--- src/rtl/sgs_pkg.sv ---
`timescale 1ns / 1ps
`default_nettype none
// ----------------------------------------------------------------------------
// Servo gait sequencer package
// Shared types, codes and pose tables for the servo gait sequencer.
// ----------------------------------------------------------------------------
package sgs_pkg;

  localparam int QueueDepth = 2;
  localparam logic [15:0] ObstacleLimitReset = 16'd150;

  typedef logic [7:0] angle_t;
  typedef angle_t [7:0] pose_t;

  typedef enum logic [1:0] {
    EvCmd  = 2'd0,
    EvTick = 2'd1,
    EvAir  = 2'd2,
    EvNone = 2'd3
  } event_e;

  typedef enum logic [2:0] {
    CmdNone,
    CmdAction,
    CmdCollect,
    CmdAuto,
    CmdManual,
    CmdRest,
    CmdStatus
  } cmd_e;

  typedef enum logic [1:0] {
    PhaseIdle  = 2'd0,
    PhaseLie   = 2'd1,
    PhaseStand = 2'd2
  } phase_e;

  localparam logic [3:0] ActStand   = 4'd0;
  localparam logic [3:0] ActForward = 4'd1;
  localparam logic [3:0] ActBack    = 4'd2;
  localparam logic [3:0] ActLeft    = 4'd3;
  localparam logic [3:0] ActRight   = 4'd4;
  localparam logic [3:0] ActSwing   = 4'd5;
  localparam logic [3:0] ActSquat   = 4'd6;
  localparam logic [3:0] ActLie     = 4'd7;
  localparam logic [3:0] ActLift    = 4'd8;
  localparam logic [3:0] ActWave    = 4'd9;

  localparam int FlagAuto    = 0;
  localparam int FlagCollect = 1;
  localparam int FlagAvoid   = 2;
  localparam int FlagReport  = 3;
  localparam int FlagWave    = 4;
  localparam int FlagLift    = 5;
  localparam int FlagAir     = 6;

  localparam logic [4:0] SwingPeriod = 5'd24;
  localparam logic [4:0] SwingHalf   = 5'd12;
  localparam logic [7:0] SwingSlope  = 8'd5;
  localparam logic [7:0] AngleMax    = 8'd180;

  typedef struct packed {
    logic [1:0]  func;
    logic [39:0] cmd_text;
    logic [15:0] distance_tenths;
    logic        air_level;
  } in_item_t;

  typedef struct packed {
    logic [7:0] hip_a;
    logic [7:0] hip_b;
    logic [7:0] hip_c;
    logic [7:0] hip_d;
    logic [7:0] knee_a;
    logic [7:0] knee_b;
    logic [7:0] knee_c;
    logic [7:0] knee_d;
    logic       pose_update;
    logic [3:0] action_code;
    logic [3:0] mode_flags;
  } out_item_t;

  typedef struct packed {
    event_e      kind;
    cmd_e        cmd;
    logic [3:0]  act_sel;
    logic [15:0] distance;
    logic        air;
  } op_t;

  function automatic pose_t mk_pose(input angle_t a0, input angle_t a1, input angle_t a2,
                                    input angle_t a3, input angle_t a4, input angle_t a5,
                                    input angle_t a6, input angle_t a7);
    pose_t p;
    p[0] = a0;
    p[1] = a1;
    p[2] = a2;
    p[3] = a3;
    p[4] = a4;
    p[5] = a5;
    p[6] = a6;
    p[7] = a7;
    return p;
  endfunction

  localparam pose_t PoseStand = mk_pose(8'd135, 8'd45, 8'd45, 8'd135, 8'd0, 8'd180, 8'd0, 8'd180);
  localparam pose_t PoseLie   = mk_pose(8'd90, 8'd90, 8'd90, 8'd90, 8'd0, 8'd180, 8'd0, 8'd180);
  localparam pose_t PoseSquat = mk_pose(8'd135, 8'd45, 8'd45, 8'd135, 8'd90, 8'd90, 8'd90, 8'd90);
  localparam pose_t PoseLift  = mk_pose(8'd90, 8'd90, 8'd45, 8'd135, 8'd0, 8'd180, 8'd135, 8'd180);
  localparam pose_t PoseWave  = mk_pose(8'd160, 8'd45, 8'd110, 8'd70, 8'd20, 8'd35, 8'd20, 8'd160);

  // Walking and turning poses, selected by direction and step phase.
  function automatic pose_t gait_pose(input logic [1:0] dir, input logic [1:0] ph);
    pose_t p;
    case ({dir, ph})
      4'd0:  p = mk_pose(8'd165, 8'd45, 8'd45, 8'd105, 8'd0, 8'd180, 8'd0, 8'd180);
      4'd1:  p = mk_pose(8'd135, 8'd45, 8'd45, 8'd135, 8'd0, 8'd150, 8'd30, 8'd180);
      4'd2:  p = mk_pose(8'd135, 8'd15, 8'd75, 8'd135, 8'd0, 8'd180, 8'd0, 8'd180);
      4'd3:  p = mk_pose(8'd135, 8'd15, 8'd75, 8'd135, 8'd30, 8'd180, 8'd0, 8'd150);
      4'd4:  p = mk_pose(8'd105, 8'd45, 8'd45, 8'd165, 8'd0, 8'd180, 8'd0, 8'd180);
      4'd5:  p = mk_pose(8'd135, 8'd45, 8'd45, 8'd135, 8'd0, 8'd150, 8'd30, 8'd180);
      4'd6:  p = mk_pose(8'd135, 8'd75, 8'd15, 8'd135, 8'd0, 8'd180, 8'd0, 8'd180);
      4'd7:  p = mk_pose(8'd135, 8'd75, 8'd15, 8'd135, 8'd30, 8'd180, 8'd0, 8'd150);
      4'd8:  p = mk_pose(8'd135, 8'd45, 8'd45, 8'd135, 8'd0, 8'd180, 8'd0, 8'd180);
      4'd9:  p = mk_pose(8'd150, 8'd30, 8'd30, 8'd150, 8'd30, 8'd180, 8'd0, 8'd150);
      4'd10: p = mk_pose(8'd165, 8'd15, 8'd15, 8'd165, 8'd0, 8'd180, 8'd0, 8'd180);
      4'd11: p = mk_pose(8'd165, 8'd15, 8'd15, 8'd165, 8'd0, 8'd150, 8'd30, 8'd180);
      4'd12: p = mk_pose(8'd135, 8'd45, 8'd45, 8'd135, 8'd0, 8'd180, 8'd0, 8'd180);
      4'd13: p = mk_pose(8'd150, 8'd30, 8'd30, 8'd150, 8'd0, 8'd150, 8'd30, 8'd180);
      4'd14: p = mk_pose(8'd165, 8'd15, 8'd15, 8'd165, 8'd0, 8'd180, 8'd0, 8'd180);
      4'd15: p = mk_pose(8'd165, 8'd15, 8'd15, 8'd165, 8'd30, 8'd180, 8'd0, 8'd150);
      default: p = PoseStand;
    endcase
    return p;
  endfunction

endpackage
`default_nettype wire

--- src/rtl/servo_gait_sequencer_core.sv ---
`timescale 1ns / 1ps
`default_nettype none
// ----------------------------------------------------------------------------
// Servo gait sequencer core
// Eight-servo pose sequencer for a four-legged robot driven by command,
// gait tick and air sensor events, one result per event.
// ----------------------------------------------------------------------------
// The block takes one request per clock and returns one result per request,
// in order. A request is decoded and written into a small input queue; the
// back end takes one queued request per cycle, updates the gait state and
// writes the result into an output queue, from which it can be popped.
// The sustained rate of one request per cycle is set by the back end,
// which updates the state in the cycle that it takes a request. Both
// queues hold QueueDepth entries, and full or empty stall each side on its
// own. The obstacle limit may be written whenever the block is idle.
module servo_gait_sequencer_core #(
  parameter int QueueDepth = sgs_pkg::QueueDepth
) (
  input  wire logic              clk_i,
  input  wire logic              rst_ni,
  input  wire logic              cfg_we_i,
  input  wire logic [15:0]       cfg_wdata_i,
  input  wire sgs_pkg::in_item_t in_item_i,
  input  wire logic              push,
  output logic                   full,
  output sgs_pkg::out_item_t     out_item_o,
  output logic                   empty,
  input  wire logic              pop
);

  localparam int OpWidth  = $bits(sgs_pkg::op_t);
  localparam int ResWidth = $bits(sgs_pkg::out_item_t);

  sgs_pkg::op_t       op_in;
  sgs_pkg::op_t       op_head;
  logic [OpWidth-1:0] op_head_bits;
  logic               op_empty;
  logic               op_pop;
  sgs_pkg::out_item_t res;
  logic               res_full;
  logic               res_push;
  logic [ResWidth-1:0] out_bits;

  sgs_front u_front (
    .item_i (in_item_i),
    .op_o   (op_in)
  );

  sgs_fifo #(
    .Width (OpWidth),
    .Depth (QueueDepth)
  ) u_op_fifo (
    .clk_i   (clk_i),
    .rst_ni  (rst_ni),
    .push_i  (push),
    .wdata_i (op_in),
    .full_o  (full),
    .pop_i   (op_pop),
    .rdata_o (op_head_bits),
    .empty_o (op_empty)
  );

  assign op_head = sgs_pkg::op_t'(op_head_bits);

  sgs_back u_back (
    .clk_i       (clk_i),
    .rst_ni      (rst_ni),
    .cfg_we_i    (cfg_we_i),
    .cfg_wdata_i (cfg_wdata_i),
    .op_i        (op_head),
    .op_empty_i  (op_empty),
    .op_pop_o    (op_pop),
    .res_o       (res),
    .res_full_i  (res_full),
    .res_push_o  (res_push)
  );

  sgs_fifo #(
    .Width (ResWidth),
    .Depth (QueueDepth)
  ) u_res_fifo (
    .clk_i   (clk_i),
    .rst_ni  (rst_ni),
    .push_i  (res_push),
    .wdata_i (res),
    .full_o  (res_full),
    .pop_i   (pop),
    .rdata_o (out_bits),
    .empty_o (empty)
  );

  assign out_item_o = sgs_pkg::out_item_t'(out_bits);

endmodule
`default_nettype wire

--- src/rtl/sgs_front.sv ---
`timescale 1ns / 1ps
`default_nettype none
// ----------------------------------------------------------------------------
// Servo gait sequencer front end
// Classifies an incoming event and decodes command text into an operation.
// ----------------------------------------------------------------------------
module sgs_front (
  input  wire sgs_pkg::in_item_t item_i,
  output sgs_pkg::op_t           op_o
);

  logic [39:0] text;

  assign text = item_i.cmd_text;

  always_comb begin
    op_o          = '0;
    op_o.distance = item_i.distance_tenths;
    op_o.air      = item_i.air_level;
    op_o.cmd      = sgs_pkg::CmdNone;
    op_o.act_sel  = sgs_pkg::ActStand;
    case (item_i.func)
      2'd0: op_o.kind = sgs_pkg::EvCmd;
      2'd1: op_o.kind = sgs_pkg::EvTick;
      2'd2: op_o.kind = sgs_pkg::EvAir;
      default: op_o.kind = sgs_pkg::EvNone;
    endcase

    if (text[39:24] == "UP") begin
      op_o.cmd     = sgs_pkg::CmdAction;
      op_o.act_sel = sgs_pkg::ActForward;
    end else if (text[39:8] == "BACK") begin
      op_o.cmd     = sgs_pkg::CmdAction;
      op_o.act_sel = sgs_pkg::ActBack;
    end else if (text[39:8] == "LEFT") begin
      op_o.cmd     = sgs_pkg::CmdAction;
      op_o.act_sel = sgs_pkg::ActLeft;
    end else if (text == "RIGHT") begin
      op_o.cmd     = sgs_pkg::CmdAction;
      op_o.act_sel = sgs_pkg::ActRight;
    end else if (text[39:24] == "YB") begin
      op_o.cmd     = sgs_pkg::CmdAction;
      op_o.act_sel = sgs_pkg::ActSwing;
    end else if (text[39:24] == "ZK") begin
      op_o.cmd     = sgs_pkg::CmdAction;
      op_o.act_sel = sgs_pkg::ActLie;
    end else if (text[39:24] == "ZX") begin
      op_o.cmd     = sgs_pkg::CmdAction;
      op_o.act_sel = sgs_pkg::ActSquat;
    end else if (text[39:24] == "TJ") begin
      op_o.cmd     = sgs_pkg::CmdAction;
      op_o.act_sel = sgs_pkg::ActLift;
    end else if (text[39:24] == "ZS") begin
      op_o.cmd     = sgs_pkg::CmdAction;
      op_o.act_sel = sgs_pkg::ActWave;
    end else if (text[39:24] == "CJ") begin
      op_o.cmd = sgs_pkg::CmdCollect;
    end else if (text[39:8] == "AUTO") begin
      op_o.cmd = sgs_pkg::CmdAuto;
    end else if (text[39:8] == "MANU") begin
      op_o.cmd = sgs_pkg::CmdManual;
    end else if (text[39:8] == "REST") begin
      op_o.cmd = sgs_pkg::CmdRest;
    end else if (text[39:8] == "STAT") begin
      op_o.cmd = sgs_pkg::CmdStatus;
    end
  end

endmodule
`default_nettype wire

--- src/rtl/sgs_fifo.sv ---
`timescale 1ns / 1ps
`default_nettype none
// ----------------------------------------------------------------------------
// Servo gait sequencer queue
// Small first-in first-out queue with push/full and pop/empty sides.
// ----------------------------------------------------------------------------
module sgs_fifo #(
  parameter int Width = 8,
  parameter int Depth = 2
) (
  input  wire logic             clk_i,
  input  wire logic             rst_ni,
  input  wire logic             push_i,
  input  wire logic [Width-1:0] wdata_i,
  output logic                  full_o,
  input  wire logic             pop_i,
  output logic [Width-1:0]      rdata_o,
  output logic                  empty_o
);

  localparam int PtrW = (Depth > 1) ? $clog2(Depth) : 1;
  localparam int CntW = $clog2(Depth + 1);
  localparam logic [PtrW-1:0] LastPtr = PtrW'(Depth - 1);
  localparam logic [CntW-1:0] FullCnt = CntW'(Depth);

  logic [Width-1:0] mem_q [Depth];
  logic [PtrW-1:0]  wptr_q, wptr_d;
  logic [PtrW-1:0]  rptr_q, rptr_d;
  logic [CntW-1:0]  cnt_q, cnt_d;
  logic             do_push, do_pop;

  assign full_o  = (cnt_q == FullCnt);
  assign empty_o = (cnt_q == '0);
  assign do_push = push_i && !full_o;
  assign do_pop  = pop_i && !empty_o;
  assign rdata_o = mem_q[rptr_q];

  always_comb begin
    wptr_d = wptr_q;
    rptr_d = rptr_q;
    cnt_d  = cnt_q;
    if (do_push) begin
      wptr_d = (wptr_q == LastPtr) ? '0 : wptr_q + 1'b1;
    end
    if (do_pop) begin
      rptr_d = (rptr_q == LastPtr) ? '0 : rptr_q + 1'b1;
    end
    if (do_push && !do_pop) begin
      cnt_d = cnt_q + 1'b1;
    end else if (do_pop && !do_push) begin
      cnt_d = cnt_q - 1'b1;
    end
  end

  always_ff @(posedge clk_i or negedge rst_ni) begin
    if (!rst_ni) begin
      wptr_q <= '0;
      rptr_q <= '0;
      cnt_q  <= '0;
    end else begin
      wptr_q <= wptr_d;
      rptr_q <= rptr_d;
      cnt_q  <= cnt_d;
    end
  end

  always_ff @(posedge clk_i) begin
    if (do_push) begin
      mem_q[wptr_q] <= wdata_i;
    end
  end

endmodule
`default_nettype wire

--- src/rtl/sgs_back.sv ---
`timescale 1ns / 1ps
`default_nettype none
// ----------------------------------------------------------------------------
// Servo gait sequencer back end
// Holds gait state; turns one operation per cycle to a result unless stalled.
// ----------------------------------------------------------------------------
module sgs_back (
  input  wire logic            clk_i,
  input  wire logic            rst_ni,
  input  wire logic            cfg_we_i,
  input  wire logic [15:0]     cfg_wdata_i,
  input  wire sgs_pkg::op_t    op_i,
  input  wire logic            op_empty_i,
  output logic                 op_pop_o,
  output sgs_pkg::out_item_t   res_o,
  input  wire logic            res_full_i,
  output logic                 res_push_o
);

  logic [15:0]     limit_q;
  logic [3:0]      action_q, action_d;
  logic [15:0]     step_q, step_d;
  logic [4:0]      mod_q, mod_d;
  logic [3:0]      target_q, target_d;
  sgs_pkg::phase_e phase_q, phase_d;
  logic [6:0]      flags_q, flags_d;
  logic [15:0]     dist_q, dist_d;
  sgs_pkg::pose_t  pose_q, pose_d;
  logic [3:0]      cur;
  logic [4:0]      swing_pos;
  logic [7:0]      knee;
  logic            fire;

  assign fire       = !op_empty_i && !res_full_i;
  assign op_pop_o   = fire;
  assign res_push_o = fire;

  always_comb begin
    action_d  = action_q;
    step_d    = step_q;
    mod_d     = mod_q;
    target_d  = target_q;
    phase_d   = phase_q;
    flags_d   = flags_q;
    dist_d    = dist_q;
    pose_d    = pose_q;
    cur       = action_q;
    swing_pos = '0;
    knee      = '0;
    flags_d[sgs_pkg::FlagReport] = 1'b0;

    case (op_i.kind)
      sgs_pkg::EvCmd: begin
        case (op_i.cmd)
          sgs_pkg::CmdAction: begin
            flags_d[sgs_pkg::FlagAuto]  = 1'b0;
            flags_d[sgs_pkg::FlagAvoid] = 1'b0;
            if (op_i.act_sel != sgs_pkg::ActLie) begin
              flags_d[sgs_pkg::FlagCollect] = 1'b0;
            end
            if (action_q != sgs_pkg::ActStand && op_i.act_sel != action_q &&
                op_i.act_sel != sgs_pkg::ActLie) begin
              target_d = op_i.act_sel;
              phase_d  = sgs_pkg::PhaseLie;
            end else begin
              action_d = op_i.act_sel;
              step_d   = '0;
              mod_d    = '0;
            end
          end
          sgs_pkg::CmdCollect: begin
            flags_d[sgs_pkg::FlagAuto]    = 1'b0;
            flags_d[sgs_pkg::FlagAvoid]   = 1'b0;
            flags_d[sgs_pkg::FlagCollect] = 1'b1;
            action_d = sgs_pkg::ActLie;
            step_d   = '0;
            mod_d    = '0;
          end
          sgs_pkg::CmdAuto: begin
            flags_d[sgs_pkg::FlagAuto]    = 1'b1;
            flags_d[sgs_pkg::FlagCollect] = 1'b0;
            target_d = sgs_pkg::ActForward;
            phase_d  = sgs_pkg::PhaseLie;
            step_d   = '0;
            mod_d    = '0;
          end
          sgs_pkg::CmdManual: begin
            flags_d[sgs_pkg::FlagAuto]    = 1'b0;
            flags_d[sgs_pkg::FlagAvoid]   = 1'b0;
            flags_d[sgs_pkg::FlagCollect] = 1'b0;
            target_d = sgs_pkg::ActStand;
            phase_d  = sgs_pkg::PhaseIdle;
            step_d   = '0;
            mod_d    = '0;
            action_d = sgs_pkg::ActLie;
          end
          sgs_pkg::CmdRest: begin
            flags_d[sgs_pkg::FlagAuto]    = 1'b0;
            flags_d[sgs_pkg::FlagAvoid]   = 1'b0;
            flags_d[sgs_pkg::FlagCollect] = 1'b0;
            flags_d[sgs_pkg::FlagWave]    = 1'b0;
            flags_d[sgs_pkg::FlagLift]    = 1'b0;
            target_d = sgs_pkg::ActStand;
            phase_d  = sgs_pkg::PhaseIdle;
            step_d   = '0;
            mod_d    = '0;
            action_d = sgs_pkg::ActStand;
            pose_d   = sgs_pkg::PoseStand;
          end
          sgs_pkg::CmdStatus: begin
            flags_d[sgs_pkg::FlagReport] = 1'b1;
          end
          default: ;
        endcase
      end

      sgs_pkg::EvTick: begin
        if (op_i.distance != '0) begin
          dist_d = op_i.distance;
        end
        step_d = step_q + 16'd1;
        if (step_q == '1 || mod_q == sgs_pkg::SwingPeriod - 5'd1) begin
          mod_d = '0;
        end else begin
          mod_d = mod_q + 5'd1;
        end

        case (phase_q)
          sgs_pkg::PhaseLie: begin
            pose_d  = sgs_pkg::PoseLie;
            phase_d = sgs_pkg::PhaseStand;
          end
          sgs_pkg::PhaseStand: begin
            pose_d   = sgs_pkg::PoseStand;
            phase_d  = sgs_pkg::PhaseIdle;
            action_d = target_q;
            step_d   = '0;
            mod_d    = '0;
          end
          sgs_pkg::PhaseIdle: begin
            if (action_q == sgs_pkg::ActForward && dist_d != '0 && dist_d < limit_q) begin
              flags_d[sgs_pkg::FlagAvoid] = 1'b1;
              cur = sgs_pkg::ActLeft;
            end else begin
              flags_d[sgs_pkg::FlagAvoid] = 1'b0;
            end
          end
          default: ;
        endcase

        case (cur)
          sgs_pkg::ActForward, sgs_pkg::ActBack, sgs_pkg::ActLeft, sgs_pkg::ActRight: begin
            pose_d = sgs_pkg::gait_pose(2'(cur - 4'd1), step_d[1:0]);
          end
          sgs_pkg::ActSwing: begin
            swing_pos = (mod_d < sgs_pkg::SwingHalf) ? mod_d : 5'(sgs_pkg::SwingPeriod - mod_d);
            knee      = 8'({3'b000, swing_pos} * sgs_pkg::SwingSlope);
            pose_d    = sgs_pkg::PoseStand;
            pose_d[4] = knee;
            pose_d[5] = sgs_pkg::AngleMax - knee;
            pose_d[6] = knee;
            pose_d[7] = sgs_pkg::AngleMax - knee;
          end
          sgs_pkg::ActSquat: pose_d = sgs_pkg::PoseSquat;
          sgs_pkg::ActLie:   pose_d = sgs_pkg::PoseLie;
          sgs_pkg::ActLift: begin
            pose_d = flags_q[sgs_pkg::FlagLift] ? sgs_pkg::PoseStand : sgs_pkg::PoseLift;
            flags_d[sgs_pkg::FlagLift] = !flags_q[sgs_pkg::FlagLift];
            action_d = sgs_pkg::ActStand;
          end
          sgs_pkg::ActWave: begin
            pose_d = flags_q[sgs_pkg::FlagWave] ? sgs_pkg::PoseStand : sgs_pkg::PoseWave;
            flags_d[sgs_pkg::FlagWave] = !flags_q[sgs_pkg::FlagWave];
            action_d = sgs_pkg::ActStand;
          end
          default: ;
        endcase
      end

      sgs_pkg::EvAir: begin
        if (op_i.air) begin
          if (!flags_q[sgs_pkg::FlagAir] && action_q != sgs_pkg::ActSwing) begin
            flags_d[sgs_pkg::FlagAir]  = 1'b1;
            flags_d[sgs_pkg::FlagAuto] = 1'b0;
            action_d = sgs_pkg::ActSwing;
            step_d   = '0;
            mod_d    = '0;
          end
        end else if (flags_q[sgs_pkg::FlagAir]) begin
          flags_d[sgs_pkg::FlagAir] = 1'b0;
          action_d = sgs_pkg::ActLie;
          step_d   = '0;
          mod_d    = '0;
        end
      end

      default: ;
    endcase
  end

  always_comb begin
    res_o.hip_a       = pose_d[0];
    res_o.hip_b       = pose_d[1];
    res_o.hip_c       = pose_d[2];
    res_o.hip_d       = pose_d[3];
    res_o.knee_a      = pose_d[4];
    res_o.knee_b      = pose_d[5];
    res_o.knee_c      = pose_d[6];
    res_o.knee_d      = pose_d[7];
    res_o.pose_update = (op_i.kind == sgs_pkg::EvTick);
    res_o.action_code = action_d;
    res_o.mode_flags  = flags_d[3:0];
  end

  always_ff @(posedge clk_i or negedge rst_ni) begin
    if (!rst_ni) begin
      limit_q <= sgs_pkg::ObstacleLimitReset;
    end else if (cfg_we_i) begin
      limit_q <= cfg_wdata_i;
    end
  end

  always_ff @(posedge clk_i or negedge rst_ni) begin
    if (!rst_ni) begin
      action_q <= sgs_pkg::ActStand;
      step_q   <= '0;
      mod_q    <= '0;
      target_q <= sgs_pkg::ActStand;
      phase_q  <= sgs_pkg::PhaseIdle;
      flags_q  <= '0;
      dist_q   <= '0;
      pose_q   <= sgs_pkg::PoseLie;
    end else if (fire) begin
      action_q <= action_d;
      step_q   <= step_d;
      mod_q    <= mod_d;
      target_q <= target_d;
      phase_q  <= phase_d;
      flags_q  <= flags_d;
      dist_q   <= dist_d;
      pose_q   <= pose_d;
    end
  end

endmodule
`default_nettype wire

--- config.mk ---
export PLATFORM = sky130hd
export DESIGN_NAME = servo_gait_sequencer_core
export DESIGN_NICKNAME = d
export VERILOG_FILES = /design/src/rtl/sgs_pkg.sv /design/src/rtl/servo_gait_sequencer_core.sv /design/src/rtl/sgs_front.sv /design/src/rtl/sgs_fifo.sv /design/src/rtl/sgs_back.sv
export SDC_FILE = /design/constraint.sdc
export NUM_CORES = 1
export LEC_CHECK = 0
export ABC_AREA = 1
export ABC_CLOCK_PERIOD_IN_PS = 5200
export BUFFER_PORTS_ARGS = -buffer_cell sky130_fd_sc_hd__buf_2
export CORE_ASPECT_RATIO = 1.25
export CORE_UTILIZATION = 57
export DETAILED_ROUTE_END_ITERATION = 10
export GPL_TIMING_DRIVEN = 0
export PLACE_DENSITY = 0.79
export SLEW_MARGIN = 20
export SYNTH_ARGS = -nofsm -noshare
export SYNTH_HDL_FRONTEND = slang
export SYNTH_SLANG_ARGS = --single-unit
--- constraint.sdc ---
create_clock -name clk_i -period 5.2 [get_ports clk_i]
set_input_delay 0.52 -clock clk_i [delete_from_list [all_inputs] [get_ports clk_i]]
set_output_delay 0.52 -clock clk_i [all_outputs]
set_load 0.005 [all_outputs]
# After elaboration in Yosys (flattened, before gate mapping)
# Memory sizes are Yosys's and may differ from the RTL's.
# Cells that the tools add are included.
[classes]
n_addsub = 13
mul = 1
order_cmp = 2
n_eq_ne = 55
n_mux = 89
reduce_logical = 52
[op_table]
columns = ["cell", "count"]
rows = [
  ["$pmux 64 s6", 1],
  ["$pmux 64 s2", 2],
  ["$eq 32x31->1 const B", 6],
  ["$mux 16", 8],
  ["$eq 16x15->1 const B", 7],
  ["$mux 64", 1],
  ["$mux 61", 1],
  ["$mux 56", 1],
  ["$mux 7", 8],
  ["$pmux 16 s3", 1],
  ["$mux 4", 11],
  ["$eq 40x39->1 const B", 1],
  ["$mux 5", 8],
  ["$pmux 4 s3", 3],
  ["$pmux 16 s2", 1],
  ["$reduce_bool 16->1", 2],
  ["$mux 1", 21],
  ["$mux 3", 6],
  ["$add 16x1->16 const B", 1],
  ["$eq 16x16->1 const B", 1],
  ["$eq 4x3->1 const B", 4],
  ["$lt 16x16->1", 1],
  ["$pmux 5 s3", 1],
  ["$logic_and 1x1->1", 14],
  ["43 further kinds", 101],
]
[totals]
reg_bits = 141
ramBits = 198
rom_bits = 640
in_bits = 80
n_memories = 3
[memory_table]
columns = ["memory", "depth", "width", "rd", "rd_clocked_by_memory_dff", "write_ports", "line_no", "rtl"]
rows = [
  ["(no name shown)", 16, 40, 1, 0, 0, "sgs_pkg.sv:115", "case ({dir, ph})"],
  ["u_res_fifo.mem_q", 2, 73, 1, 0, 1, "sgs_fifo.sv:26", "logic [Width-1:0] mem_q [Depth];"],
  ["u_op_fifo.mem_q", 2, 26, 1, 0, 1, "sgs_fifo.sv:26", ""],
]

# Longest topological paths before layout
# Gate-level depths: netlist of the first run.
[depth]
ltp_word = 15
depth_mapped = 41
ltp_nobuf = 38

# Modules after synthesis
# Synthesis of the first run repeated with hierarchy kept, for this count alone.
[unflattened]
cells_unflattened = 1989
area_unflattened_um2 = 17608.1
[modules_own_cells]
columns = ["module", "instances", "cells_each", "area_per_inst_um2", "seq_area_each_um2"]
rows = [
  ["sgs_back", 1, 1233, 8996.1, 3363.2],
  ["sgs_fifo at u_res_fifo", 1, 413, 5541.6, 4484.3],
  ["sgs_fifo at u_op_fifo", 1, 167, 2138.3, 1661.6],
  ["sgs_front", 1, 176, 932.1, 0.0],
]

# Worst setup path before layout of the first run
# Ideal clock, no wire load.
[synth_timing]
kind = "reg-to-reg"
startpoint = "register u_res_fifo.cnt_q[1]"
endpoint = "memory u_res_fifo.mem_q[0][0] (netlist bit) (enable)"
t_arrival_ps = 4064
setup_slack_ps = 632
stages_incl_launch_ff = 6
period_less_slack_ps = 4568
cell_sequence = "dfrtp_1 -> inv_1 -> o22ai_1 -> clkbuf_1 -> clkbuf_1 -> nor2_1"
[synth_between]
elab_chain_cells = 6
[synth_rtl]
columns = ["element", "line_no", "rtl"]
rows = [
  ["from (decl)", "sgs_fifo.sv:29", "logic [CntW-1:0] cnt_q, cnt_d;"],
  ["from (signal assigned)", "sgs_fifo.sv:63", "cnt_q <= cnt_d;"],
  ["$eq 2x2->1 (*)", "sgs_fifo.sv:32", "assign full_o = (cnt_q == FullCnt);"],
  ["$logic_not 1->1 (*)", "sgs_fifo.sv:34, sgs_back.sv:34", ""],
  ["$logic_and 1x1->1", "sgs_back.sv:34", "assign fire = !op_empty_i && !res_full_i;"],
  ["$logic_and 1x1->1 (*)", "sgs_fifo.sv:34", "assign do_push = push_i && !full_o;"],
  ["$mux 1 (*)", "sgs_fifo.sv:68", "if (do_push) begin"],
  ["$mux 1 (not written as such) (*)", "sgs_fifo.sv:69", "mem_q[wptr_q] <= wdata_i;"],
  ["to (decl)", "sgs_fifo.sv:26", ""],
]
# Every way passes the cells marked *; elsewhere a longest branch is shown, timed or not.

==> qor.yml, run 1 <==
final_layout:
  seq_area_um2: 9510
  antenna_cells: 0
  fin_cells: 2586
  multiInputGateArea_um2: 6590
  fillers: 2335
  final_util: 0.680
  fin_area_um2: 20100
  area_delta_synth_final_pct: 16.0
  final_nets: 2278
  drive_above_1_share: 0.175
logic_synthesis:
  synth_edf_count: 198
  yosys_register_bits: 339
  yosys-top-cells-count: "nand2_1 (546), inv_1 (238), edfxtp_1 (198)"
  yosys.cell_types.count: 62
  yosysWarnings: 0
  synth_seq_area_share: 0.550
  syn_inst: 1961
  synth-main-ff-cell: "edfxtp_1"
  synth-async-reset-ratio: 0.416
  ys_top_cells_by_area: "edfxtp_1 (34%), dfrtp_1 (16%), nand2_1 (12%), inv_1 (5.2%), dfstp_2 (4.3%)"
  netlist_area_um2: 17300
  yosys.area.top_type_share: 0.344
  synth_area_leader_cell: "edfxtp_1"
  syn-num-nets: 2074
  syn_area_per_cell_um2: 8.82
  synth_most_common_cell: "nand2_1"
timing:
  max_freq_mhz: 203
  setup_viol: 0
  fin_crit_ps: 4940
  worst_slew_margin_rel: 0.336
  slew_viol_final: 0
  hold_viol: 0
  tightestPinTransition_ps: 985
  finalCritPeriodShare: 0.949
  fin_skew_ps: 17.3
critical_path:
  r2r_end: "u_res_fifo.mem_q[1][35]"
  max_stage_delay_ps: 410
  rr_startpoint: "u_op_fifo.rptr_q"
  cp_slowest_cell: "dfrtp_1"
  crit_type: "reg -> reg"
  crit_arrival_ps: 5220
  end_kind: "flop"
  regToRegSetupSlack_ps: 260
  reg2reg_depth: 32
  cp.required_ps: 5480
  crit_fanout: 14
  startpoint_type: "flop"
clock_network:
  clockRootBuffer: "clkbuf_16"
  cts_tree: "built"
  cts_buffers: 31
  clock_path_buffers: 3
  clk_pin_slew_ps: 70
  insertion_delay_ps: 590
  numClockSinks: 339
  htreeDepth: 1
global_route:
  grt_pass1_vias: 14200
  grt_remaining_overflow: 0
  antenna_found_initial: 0
  grt_use_total: 0.307
  grt_pass1_wl_um: 72900
  grt_max_degree: 80
placement:
  dpl.cell_count: 2516
  hpwl_um: 34200
  gp_congestion: 0.991
  place.port_buffers: 152
  placed_cell_area_um2: 18700
die:
  die_h_um: 197
  num_io_pins: 155
  initial_utilization: 0.586
  die_x_um: 158
  rows: 70
  core_um2: 29500
  die_area_um2: 31000
pwr:
  pwr-share-clk: 0.165
  power-per-cell-area_nw_per_um2: 727
  total_leakage_power_uw: 0.00896
  power.switching_uw: 6500
  p_int_uw: 8090
  vdd_drop_max_uv: 387
  switching_share: 0.446
  comb_power_share: 0.504
  p_seq_frac: 0.331
hold_path:
  min_path_cells: 1
  min_to: "u_op_fifo.mem_q[0][11]"
  worstHoldStart: "in_item_i[11]"
  hold_path_class: "in -> reg"
flow_run:
  maxCapViolCount: 0
detailed_routing:
  wl_um: 46400
  drtAntennaViolNets: 0
  first_pass_iters: 8
  drcViolationCount: 0
  routed-via-count: 14600
  wl_per_cell_um: 18.0
  initialDrtViolationCount: 1031
  vias_per_cell: 5.65
run_status:
  status: "complete, no violations"
-- critical path: cells and delay by family, from the launching register on --
| family | cells | cell delay (ps) |
|---|---|---|
| DFF | 1 | 410 |
| buffers and inverters | 8 | 1050 |
| adders and majority gates | 2 | 430 |
| AOI/OAI and AO/OA | 6 | 1060 |
| and+or+nand+nor | 16 | 1670 |
-- area by class of cell --
| cell class | instances | share of cell area |
|---|---|---|
| clock buffer | 37 | 0.0408 |
| inverter | 259 | 0.0492 |
| sequential | 339 | 0.474 |
| timing repair buffer | 172 | 0.0518 |
| buffer | 73 | 0.0185 |
| clock inverter | 21 | 0.0130 |
| tap | 396 | 0.0247 |
| multi-input combinational | 1289 | 0.328 |
-- state kept, by name (all words and copies together) (netlist names), 2 cells and up --
register	flops
u_res_fifo.mem_q	146
u_back.pose_q	64
u_op_fifo.mem_q	52
u_back.dist_q	16
u_back.limit_q	16
u_back.step_q	16
u_back.flags_q	6
u_back.mod_q	5
u_back.action_q	4
u_back.target_q	4
u_back.phase_q	2
u_op_fifo.cnt_q	2
u_res_fifo.cnt_q	2
-- how the worst max path moves through the flow --
stage                             start                      end  slack, ps  cells past startpoint
finish                 u_op_fifo.rptr_q  u_res_fifo.mem_q[1][35]        260                     32
global route           u_op_fifo.rptr_q  u_res_fifo.mem_q[0][54]         -6                     36
CTS                    u_op_fifo.rptr_q  u_res_fifo.mem_q[0][63]          4                     37
detailed placement     u_op_fifo.rptr_q  u_res_fifo.mem_q[0][47]       -460                     37
global placement    u_res_fifo.cnt_q[1]  u_res_fifo.mem_q[0][19]      -1770                      5
floorplan           u_res_fifo.cnt_q[1]   u_res_fifo.mem_q[0][0]        630                      5
-- cell families after synthesis --
logic type	Yosys count	share of synthesized area
fa+ha+maj	33	0.0243
compound gates	329	0.114
buf+inv	333	0.0778
simple gates	907	0.224
mux	2	0.00130
xor+xnor	18	0.00912
flops	339	0.550
-- metrics by stage --
stage / TNS, ps / hold WS [ps] / setup WS, ps / power [uW]
after floorplan: 0 / 224 / 632 / 9260
after global routing: -12.3 / 98.2 / -6.41 / 15500
after detailed placement: -31750 / 471 / -464 / 11800
after CTS: 0 / 89.3 / 4.36 / 14400
final: 0 / 115 / 264 / 14600
after global placement: -237780 / 454 / -1770 / 11500
-- routing by layer --
layer	track usage	vias to the layer above	share of wire
met4	0.184	0	0.060
met3	0.0319	139	0.053
met5	0	-	0
li1	-	6929	-
met1	0.349	6965	0.37
met2	0.550	572	0.51
-- placed cells by master (no fill, tap or decap), drive strengths merged, types with 2 or more instances in the layout --
cell type,n
o221ai,2
a31oi,17
clkbuf,81
o31ai,8
clkinvlp,8
buf,200
o21bai,3
nor3b,3
o211ai,32
inv,259
nand3b,2
xor2,13
nand3,77
a211oi,3
mux2,2
or2,9
o22ai,46
ha,32
clkinv,8
nor4,13
edfxtp,198
dfstp,28
o41ai,6
o21ai,168
xnor2,5
nand2,552
nor3,32
bufinv,5
a21oi,38
dfrtp,113
and3,3
nand4,21
nor2,194
-- power by group through the flow --
stage	combinational, uW	sequential [uW]	clock, uW
after detailed placement	6980	4850	0
after floorplan	4450	4810	0
final	7350	4830	2400
after global placement	6600	4910	0
after CTS	7150	4810	2430
after global routing	8060	4920	2520
-- repair_timing --
action,4_1_cts,5_1_grt
hold endpoints to repair,51,0
gates resized for setup,26,35
hold buffers,1,0
buffers inserted,4,8
pin swaps,4,14
setup endpoints to repair,173,176
No activity file was read; power rests on OpenSTA's default activity.
==> inputs of run 2 (changes only) <==
--- a/config.mk
+++ b/config.mk
@@ -12,7 +12,7 @@
 export CORE_UTILIZATION = 57
 export DETAILED_ROUTE_END_ITERATION = 10
 export GPL_TIMING_DRIVEN = 0
-export PLACE_DENSITY = 0.79
+export PLACE_DENSITY = 0.74
 export SLEW_MARGIN = 20
 export SYNTH_ARGS = -nofsm -noshare
 export SYNTH_HDL_FRONTEND = slang
==> qor.yml, run 2 (synthesis results as in run 1) <==
run_status:
  status: "complete, no violations"  # unchanged
hold_path:
  hold_path_class: "in -> reg"  # unchanged
  min_path_cells: 1  # unchanged
  min_to: "u_op_fifo.mem_q[1][6]"  # was u_op_fifo.mem_q[0][11]
  worstHoldStart: "in_item_i[6]"  # was in_item_i[11]
pwr:
  power-per-cell-area_nw_per_um2: 731  # was 727 nW/um^2
  comb_power_share: 0.509  # was 0.504
  total_leakage_power_uw: 0.00921  # was 0.00896 uW
  p_seq_frac: 0.320  # was 0.331
  p_int_uw: 8480  # was 8090 uW
  p_total_uw: 15100  # was 14600 uW
  vdd_drop_max_uv: 400  # was 387 uV
  pwr-share-clk: 0.171  # was 0.165
  power.switching_uw: 6590  # was 6500 uW
  switching_share: 0.437  # was 0.446
final_layout:
  largest_reg_flops: 146  # unchanged
  top_register: "u_res_fifo.mem_q"  # unchanged
  reg_top3: "u_res_fifo.mem_q (146), u_back.pose_q (64), u_op_fifo.mem_q (52)"  # unchanged
  final_cell_mix: "nand2_1 (514), inv_1 (231), edfxtp_1 (198), buf_2 (165), nor2_1 (158)"  # was nand2_1 (537), inv_1 (234), edfxtp_1 (198), buf_2 (165), nor2_1 (162)
  antenna_cells: 0  # unchanged
  multiInputGateArea_um2: 6720  # was 6590 um^2
  final_nets: 2316  # was 2278
  area_delta_synth_final_pct: 19.2  # was 16.0%
  final_common_cell: "nand2_1"  # unchanged
  seq_area_um2: 9510  # unchanged
  fillers: 2308  # was 2335
  drive_above_1_share: 0.204  # was 0.175
global_route:
  use_met3: 0.0367  # was 0.0319
  antenna_found_initial: 0  # unchanged
  use_met1: 0.344  # was 0.349
  grt_pass1_vias: 14000  # was 14200
  grt_remaining_overflow: 0  # unchanged
  grt_use_total: 0.303  # was 0.307
  grt_max_degree: 83  # was 80
  grt_pass1_wl_um: 71700  # was 72900 um
  grt_busiest_layer: "met2"  # unchanged
  use_met2: 0.546  # was 0.550
detailed_routing:
  drcViolationCount: 0  # unchanged
  first_pass_iters: 8  # unchanged
  wl_per_cell_um: 17.7  # was 18.0 um
  initialDrtViolationCount: 995  # was 1031
  vias_per_cell: 5.53  # was 5.65
  wl_um: 46500  # was 46400 um
  routed-via-count: 14500  # was 14600
  drtAntennaViolNets: 0  # unchanged
timing:
  tightestPinTransition_ps: 941  # was 985 ps
  slew_viol_final: 0  # unchanged
  setup_viol: 0  # unchanged
  hold_viol: 0  # unchanged
  setup-tns-final_ps: 0  # unchanged
  worst_slew_margin_rel: 0.367  # was 0.336
  fin_skew_ps: 17.7  # was 17.3 ps
  fin_crit_ps: 5080  # was 4940 ps
  finalCritPeriodShare: 0.977  # was 0.949
  max_freq_mhz: 197  # was 203 MHz
  hold-worst-slack_ps: 182  # was 115 ps
flow_run:
  maxCapViolCount: 0  # unchanged
critical_path:
  cp_slowest_cell: "dfrtp_1"  # unchanged
  max_stage_delay_ps: 410  # about the same
  rr_startpoint: "u_op_fifo.rptr_q"  # unchanged
  regToRegSetupSlack_ps: 120  # was 260 ps
  end_kind: "flop"  # unchanged
  reg2reg_depth: 36  # was 32
  r2r_end: "u_res_fifo.mem_q[0][72]"  # was u_res_fifo.mem_q[1][35]
  startpoint_type: "flop"  # unchanged
  crit_fanout: 8  # was 14
  crit_arrival_ps: 5340  # was 5220 ps
  cp.required_ps: 5460  # was 5480 ps
  crit_start: "u_op_fifo.rptr_q"  # unchanged
  crit_type: "reg -> reg"  # unchanged
clock_network:
  htreeDepth: 2  # was 1
  clockRootBuffer: "clkbuf_16"  # unchanged
  cts_buffers: 35  # was 31
  clk_pin_slew_ps: 60  # was 70 ps
  cts_tree: "built"  # unchanged
  numClockSinks: 339  # unchanged
  insertion_delay_ps: 530  # was 590 ps
  clock_path_buffers: 3  # unchanged
placement:
  gp_congestion: 0.962  # was 0.991
  hpwl_um: 34000  # was 34200 um
  place.port_buffers: 152  # unchanged
die:
  die_x_um: 158  # unchanged
  core_um2: 29500  # unchanged
  die_area_um2: 31000  # unchanged
  num_io_pins: 155  # unchanged
  die_h_um: 197  # unchanged
  rows: 70  # unchanged
  initial_utilization: 0.586  # unchanged
## run 2: changes by cell type in the layout (fill, tap and decap cells not counted), sizes merged
cell / change
buf: +32
clkbuf: +8
clkinv: +6
clkinvlp: -6
bufinv: -1
inv: -1
nand2: +1
## run 2: final cells by class
cell class / count / area share
plain buffers: 73 / 0.0188
clock buffers: 44 / 0.0472
clock inverters: 19 / 0.0101
inverters: 259 / 0.0483
multi-input cells: 1290 / 0.326
flip-flops and latches: 339 / 0.461
well taps: 396 / 0.0240
repair buffers: 205 / 0.0640
## run 2: routing by layer
layer | up-vias | share of wire
met2 | 555 | 0.52
met5 | - | 0
met3 | 140 | 0.053
met1 | 6837 | 0.38
met4 | 0 | 0.055
li1 | 6996 | -
## run 2: worst max-delay path by stage
stage / endpoint / slack [ps] / cells past startpoint
finish: u_res_fifo.mem_q[0][72] / 120 / 36
global route: u_res_fifo.mem_q[0][72] / -130 / 35
CTS: u_res_fifo.mem_q[0][51] / 7 / 39
detailed placement: u_res_fifo.mem_q[0][71] / -500 / 37
global placement: u_res_fifo.mem_q[0][10] / -1800 / 5
floorplan: u_res_fifo.mem_q[0][0] / 630 / 5
## run 2: power groups by stage
stage	clock network [uW]	registers, uW	logic (uW)
after floorplan	0	4810	4450
final	2580	4820	7680
after detailed placement	0	4850	7010
after CTS	2600	4810	7180
after global placement	0	4900	6620
after global routing	2690	4920	8420
## run 2: what timing repair did
action / 4_1_cts / 5_1_grt
pin swaps: 9 / 38
hold buffers: 1 / 0
setup endpoints to repair: 180 / 179
gates cloned: 0 / 4
setup buffers: 9 / 31
resized for setup: 30 / 83
endpoints found under the hold margin: 50 / 0
## run 2: through the flow
stage	setup WS, ps	utilization	cell area, um^2	cells
after global routing	-127	0.698	20600	2625
final	122	0.698	20600	2625
after floorplan	632	-	17300	1961
after global placement	-1800	0.629	18600	2509
after detailed placement	-503	0.637	18800	2518
after CTS	7.32	0.682	20100	2591
## run 2: worst max-delay path, delay by kind of cell (launching register included)
kind            cells  cell delay, ps
compound gates      6             840
flops               1             410
simple gates       17            1890
fa+ha+maj           2             320
buf+inv            11            1330
==> inputs of run 3 (changes only) <==
--- a/config.mk
+++ b/config.mk
@@ -12,6 +12,7 @@
 export CORE_UTILIZATION = 57
 export DETAILED_ROUTE_END_ITERATION = 10
 export GPL_TIMING_DRIVEN = 0
+export MAX_ROUTING_LAYER = met4
 export PLACE_DENSITY = 0.74
 export SLEW_MARGIN = 20
 export SYNTH_ARGS = -nofsm -noshare
==> qor.yml, run 3 (synthesis results as in run 1) <==
critical_path:
  startpoint_type: "flop"  # unchanged
  crit_end: "u_res_fifo.mem_q[1][71]"  # was u_res_fifo.mem_q[0][72]
  crit_start: "u_op_fifo.rptr_q"  # unchanged
  reg2reg_depth: 35  # was 36
  regToRegSetupSlack_ps: 50  # was 120 ps
  rr_startpoint: "u_op_fifo.rptr_q"  # unchanged
  end_kind: "flop"  # unchanged
  crit_type: "reg -> reg"  # unchanged
  r2r_end: "u_res_fifo.mem_q[1][71]"  # was u_res_fifo.mem_q[0][72]
  max_stage_delay_ps: 400  # was 410 ps
  cp_slowest_cell: "dfrtp_1"  # unchanged
  cp.required_ps: 5430  # was 5460 ps
  crit_arrival_ps: 5380  # was 5340 ps
  crit_fanout: 10  # was 8
final_layout:
  reg_top3: "u_res_fifo.mem_q (146), u_back.pose_q (64), u_op_fifo.mem_q (52)"  # unchanged
  final_util: 0.698  # about the same
  final_nets: 2313  # was 2316
  area_delta_synth_final_pct: 19.1  # was 19.2%
  drive_above_1_share: 0.209  # was 0.204
  fin_cells: 2621  # was 2625
  final_cell_mix: "nand2_1 (512), inv_1 (232), edfxtp_1 (198), buf_2 (164), nor2_1 (153)"  # was nand2_1 (514), inv_1 (231), edfxtp_1 (198), buf_2 (165), nor2_1 (158)
  largest_reg_flops: 146  # unchanged
  antenna_cells: 0  # unchanged
  top_register: "u_res_fifo.mem_q"  # unchanged
  final_common_cell: "nand2_1"  # unchanged
timing:
  fin_crit_ps: 5150  # was 5080 ps
  setup_viol: 0  # unchanged
  finalCritPeriodShare: 0.991  # was 0.977
  hold-worst-slack_ps: -23.2  # was 182 ps
  rsz0062_at_grt: "true"
  max_freq_mhz: 194  # was 197 MHz
  worst_slew_margin_rel: 0.407  # was 0.367
  slew_viol_final: 0  # unchanged
  tightestPinTransition_ps: 881  # was 941 ps
  hold_viol: 3  # was 0
  fin_skew_ps: 21.7  # was 17.7 ps
detailed_routing:
  routed-via-count: 14700  # was 14500
  initialDrtViolationCount: 961  # was 995
  wl_um: 47300  # was 46500 um
  drcViolationCount: 0  # unchanged
  drtAntennaViolNets: 0  # unchanged
  wl_met2_um: 24100  # was 24000 um
  wl_per_cell_um: 18.0  # was 17.7 um
  met3_length_um: 2660  # was 2450 um
  vias_per_cell: 5.61  # was 5.53
  met1_length_um: 17600  # was 17500 um
  first_pass_iters: 7  # was 8
  highest_layer: "met4"  # unchanged
die:
  initial_utilization: 0.586  # unchanged
  die_h_um: 197  # unchanged
  die_area_um2: 31000  # unchanged
  rows: 70  # unchanged
  die_x_um: 158  # unchanged
  core_um2: 29500  # unchanged
  num_io_pins: 155  # unchanged
placement:
  place.port_buffers: 152  # unchanged
  dpl.cell_count: 2518  # unchanged
  gp_congestion: 1.02  # was 0.962
  hpwl_um: 34400  # was 34000 um
global_route:
  grt_pass1_wl_um: 72500  # was 71700 um
  antenna_found_initial: 0  # unchanged
  grt_remaining_overflow: 0  # unchanged
  grt_max_degree: 80  # was 83
  grt_pass1_vias: 14300  # was 14000
  grt_use_total: 0.315  # was 0.303
clock_network:
  cts_buffers: 34  # was 35
  htreeDepth: 2  # unchanged
  cts_hold_buf: 0  # was 1
  clk_pin_slew_ps: 60  # about the same
  clockRootBuffer: "clkbuf_16"  # unchanged
  insertion_delay_ps: 530  # about the same
  numClockSinks: 339  # unchanged
  clock_path_buffers: 3  # unchanged
  cts_tree: "built"  # unchanged
pwr:
  vdd_drop_max_uv: 345  # was 400 uV
  power-per-cell-area_nw_per_um2: 730  # was 731 nW/um^2
  total_leakage_power_uw: 0.00921  # about the same
flow_run:
  maxCapViolCount: 0  # unchanged
run_status:
  status: "finished with violations"  # was complete, no violations
  failed_checks: "hold timing"
hold_path:
  hold_path_class: "in -> async"  # was in -> reg
==> run 3: layer usage <==
layer | vias up | GRT usage
met5 | - | -
met4 | 0 | 0.185
met3 | 164 | 0.0504
met2 | 596 | 0.546
met1 | 6936 | 0.338
li1 | 7002 | -
==> run 3: metrics by stage <==
stage	instance area [um^2]	setup WS [ps]	setup TNS, ps	total power, uW
5_1_grt	20600	-239	-14700	16000
3_5_place_dp	18800	-405	-28610	11900
4_1_cts	20000	2.42	0	14400
2_1_floorplan	17300	632	0	9260
3_3_place_gp	18600	-1820	-261890	11500
6_report	20600	48.0	0	15000
==> run 3: worst min-delay path by stage <==
stage | startpoint | endpoint | slack [ps] | cells after the start
finish | rst_ni | u_back.pose_q[21] | -20 | 1
global route | rst_ni | u_back.pose_q[21] | 20 | 1
floorplan | rst_ni | u_back.action_q[0] | 220 | 0
detailed placement | u_back.pose_q[63] | u_back.pose_q[63] | 470 | 2
global placement | u_back.pose_q[63] | u_back.pose_q[63] | 450 | 2
CTS | rst_ni | u_op_fifo.cnt_q[0] | 0.04 | 1
==> run 3: worst max-delay path, delay by kind of cell (launching register included) <==
family	cells	cell delay (ps)
compound gates	6	1170
fa+ha+maj	2	350
buf+inv	10	1090
flops	1	400
simple gates	17	1790
==> run 3: cell type report <==
cell class,instances,area [um^2]
timing repair buffer,203,1320
clock buffer,41,908
clock inverter,20,165
multi-input combinational,1289,6820
tap,396,495
fill,2311,8910
sequential,339,9510
inverter,259,995
buffer,74,394
==> run 3: what timing repair did <==
action / in CTS / in global routing
endpoints found under the hold margin: 0 / 0
gates resized for setup: 21 / 127
setup buffers: 5 / 35
endpoints found under the setup margin: 166 / 188
pin swaps: 4 / 48
gates cloned: 0 / 2
==> run 3: where the power goes <==
group	internal, uW	total [uW]	switching [uW]
logic	2570	7820	5250
registers	4440	4830	393
clock network	1360	2400	1040
total	8360	15000	6680
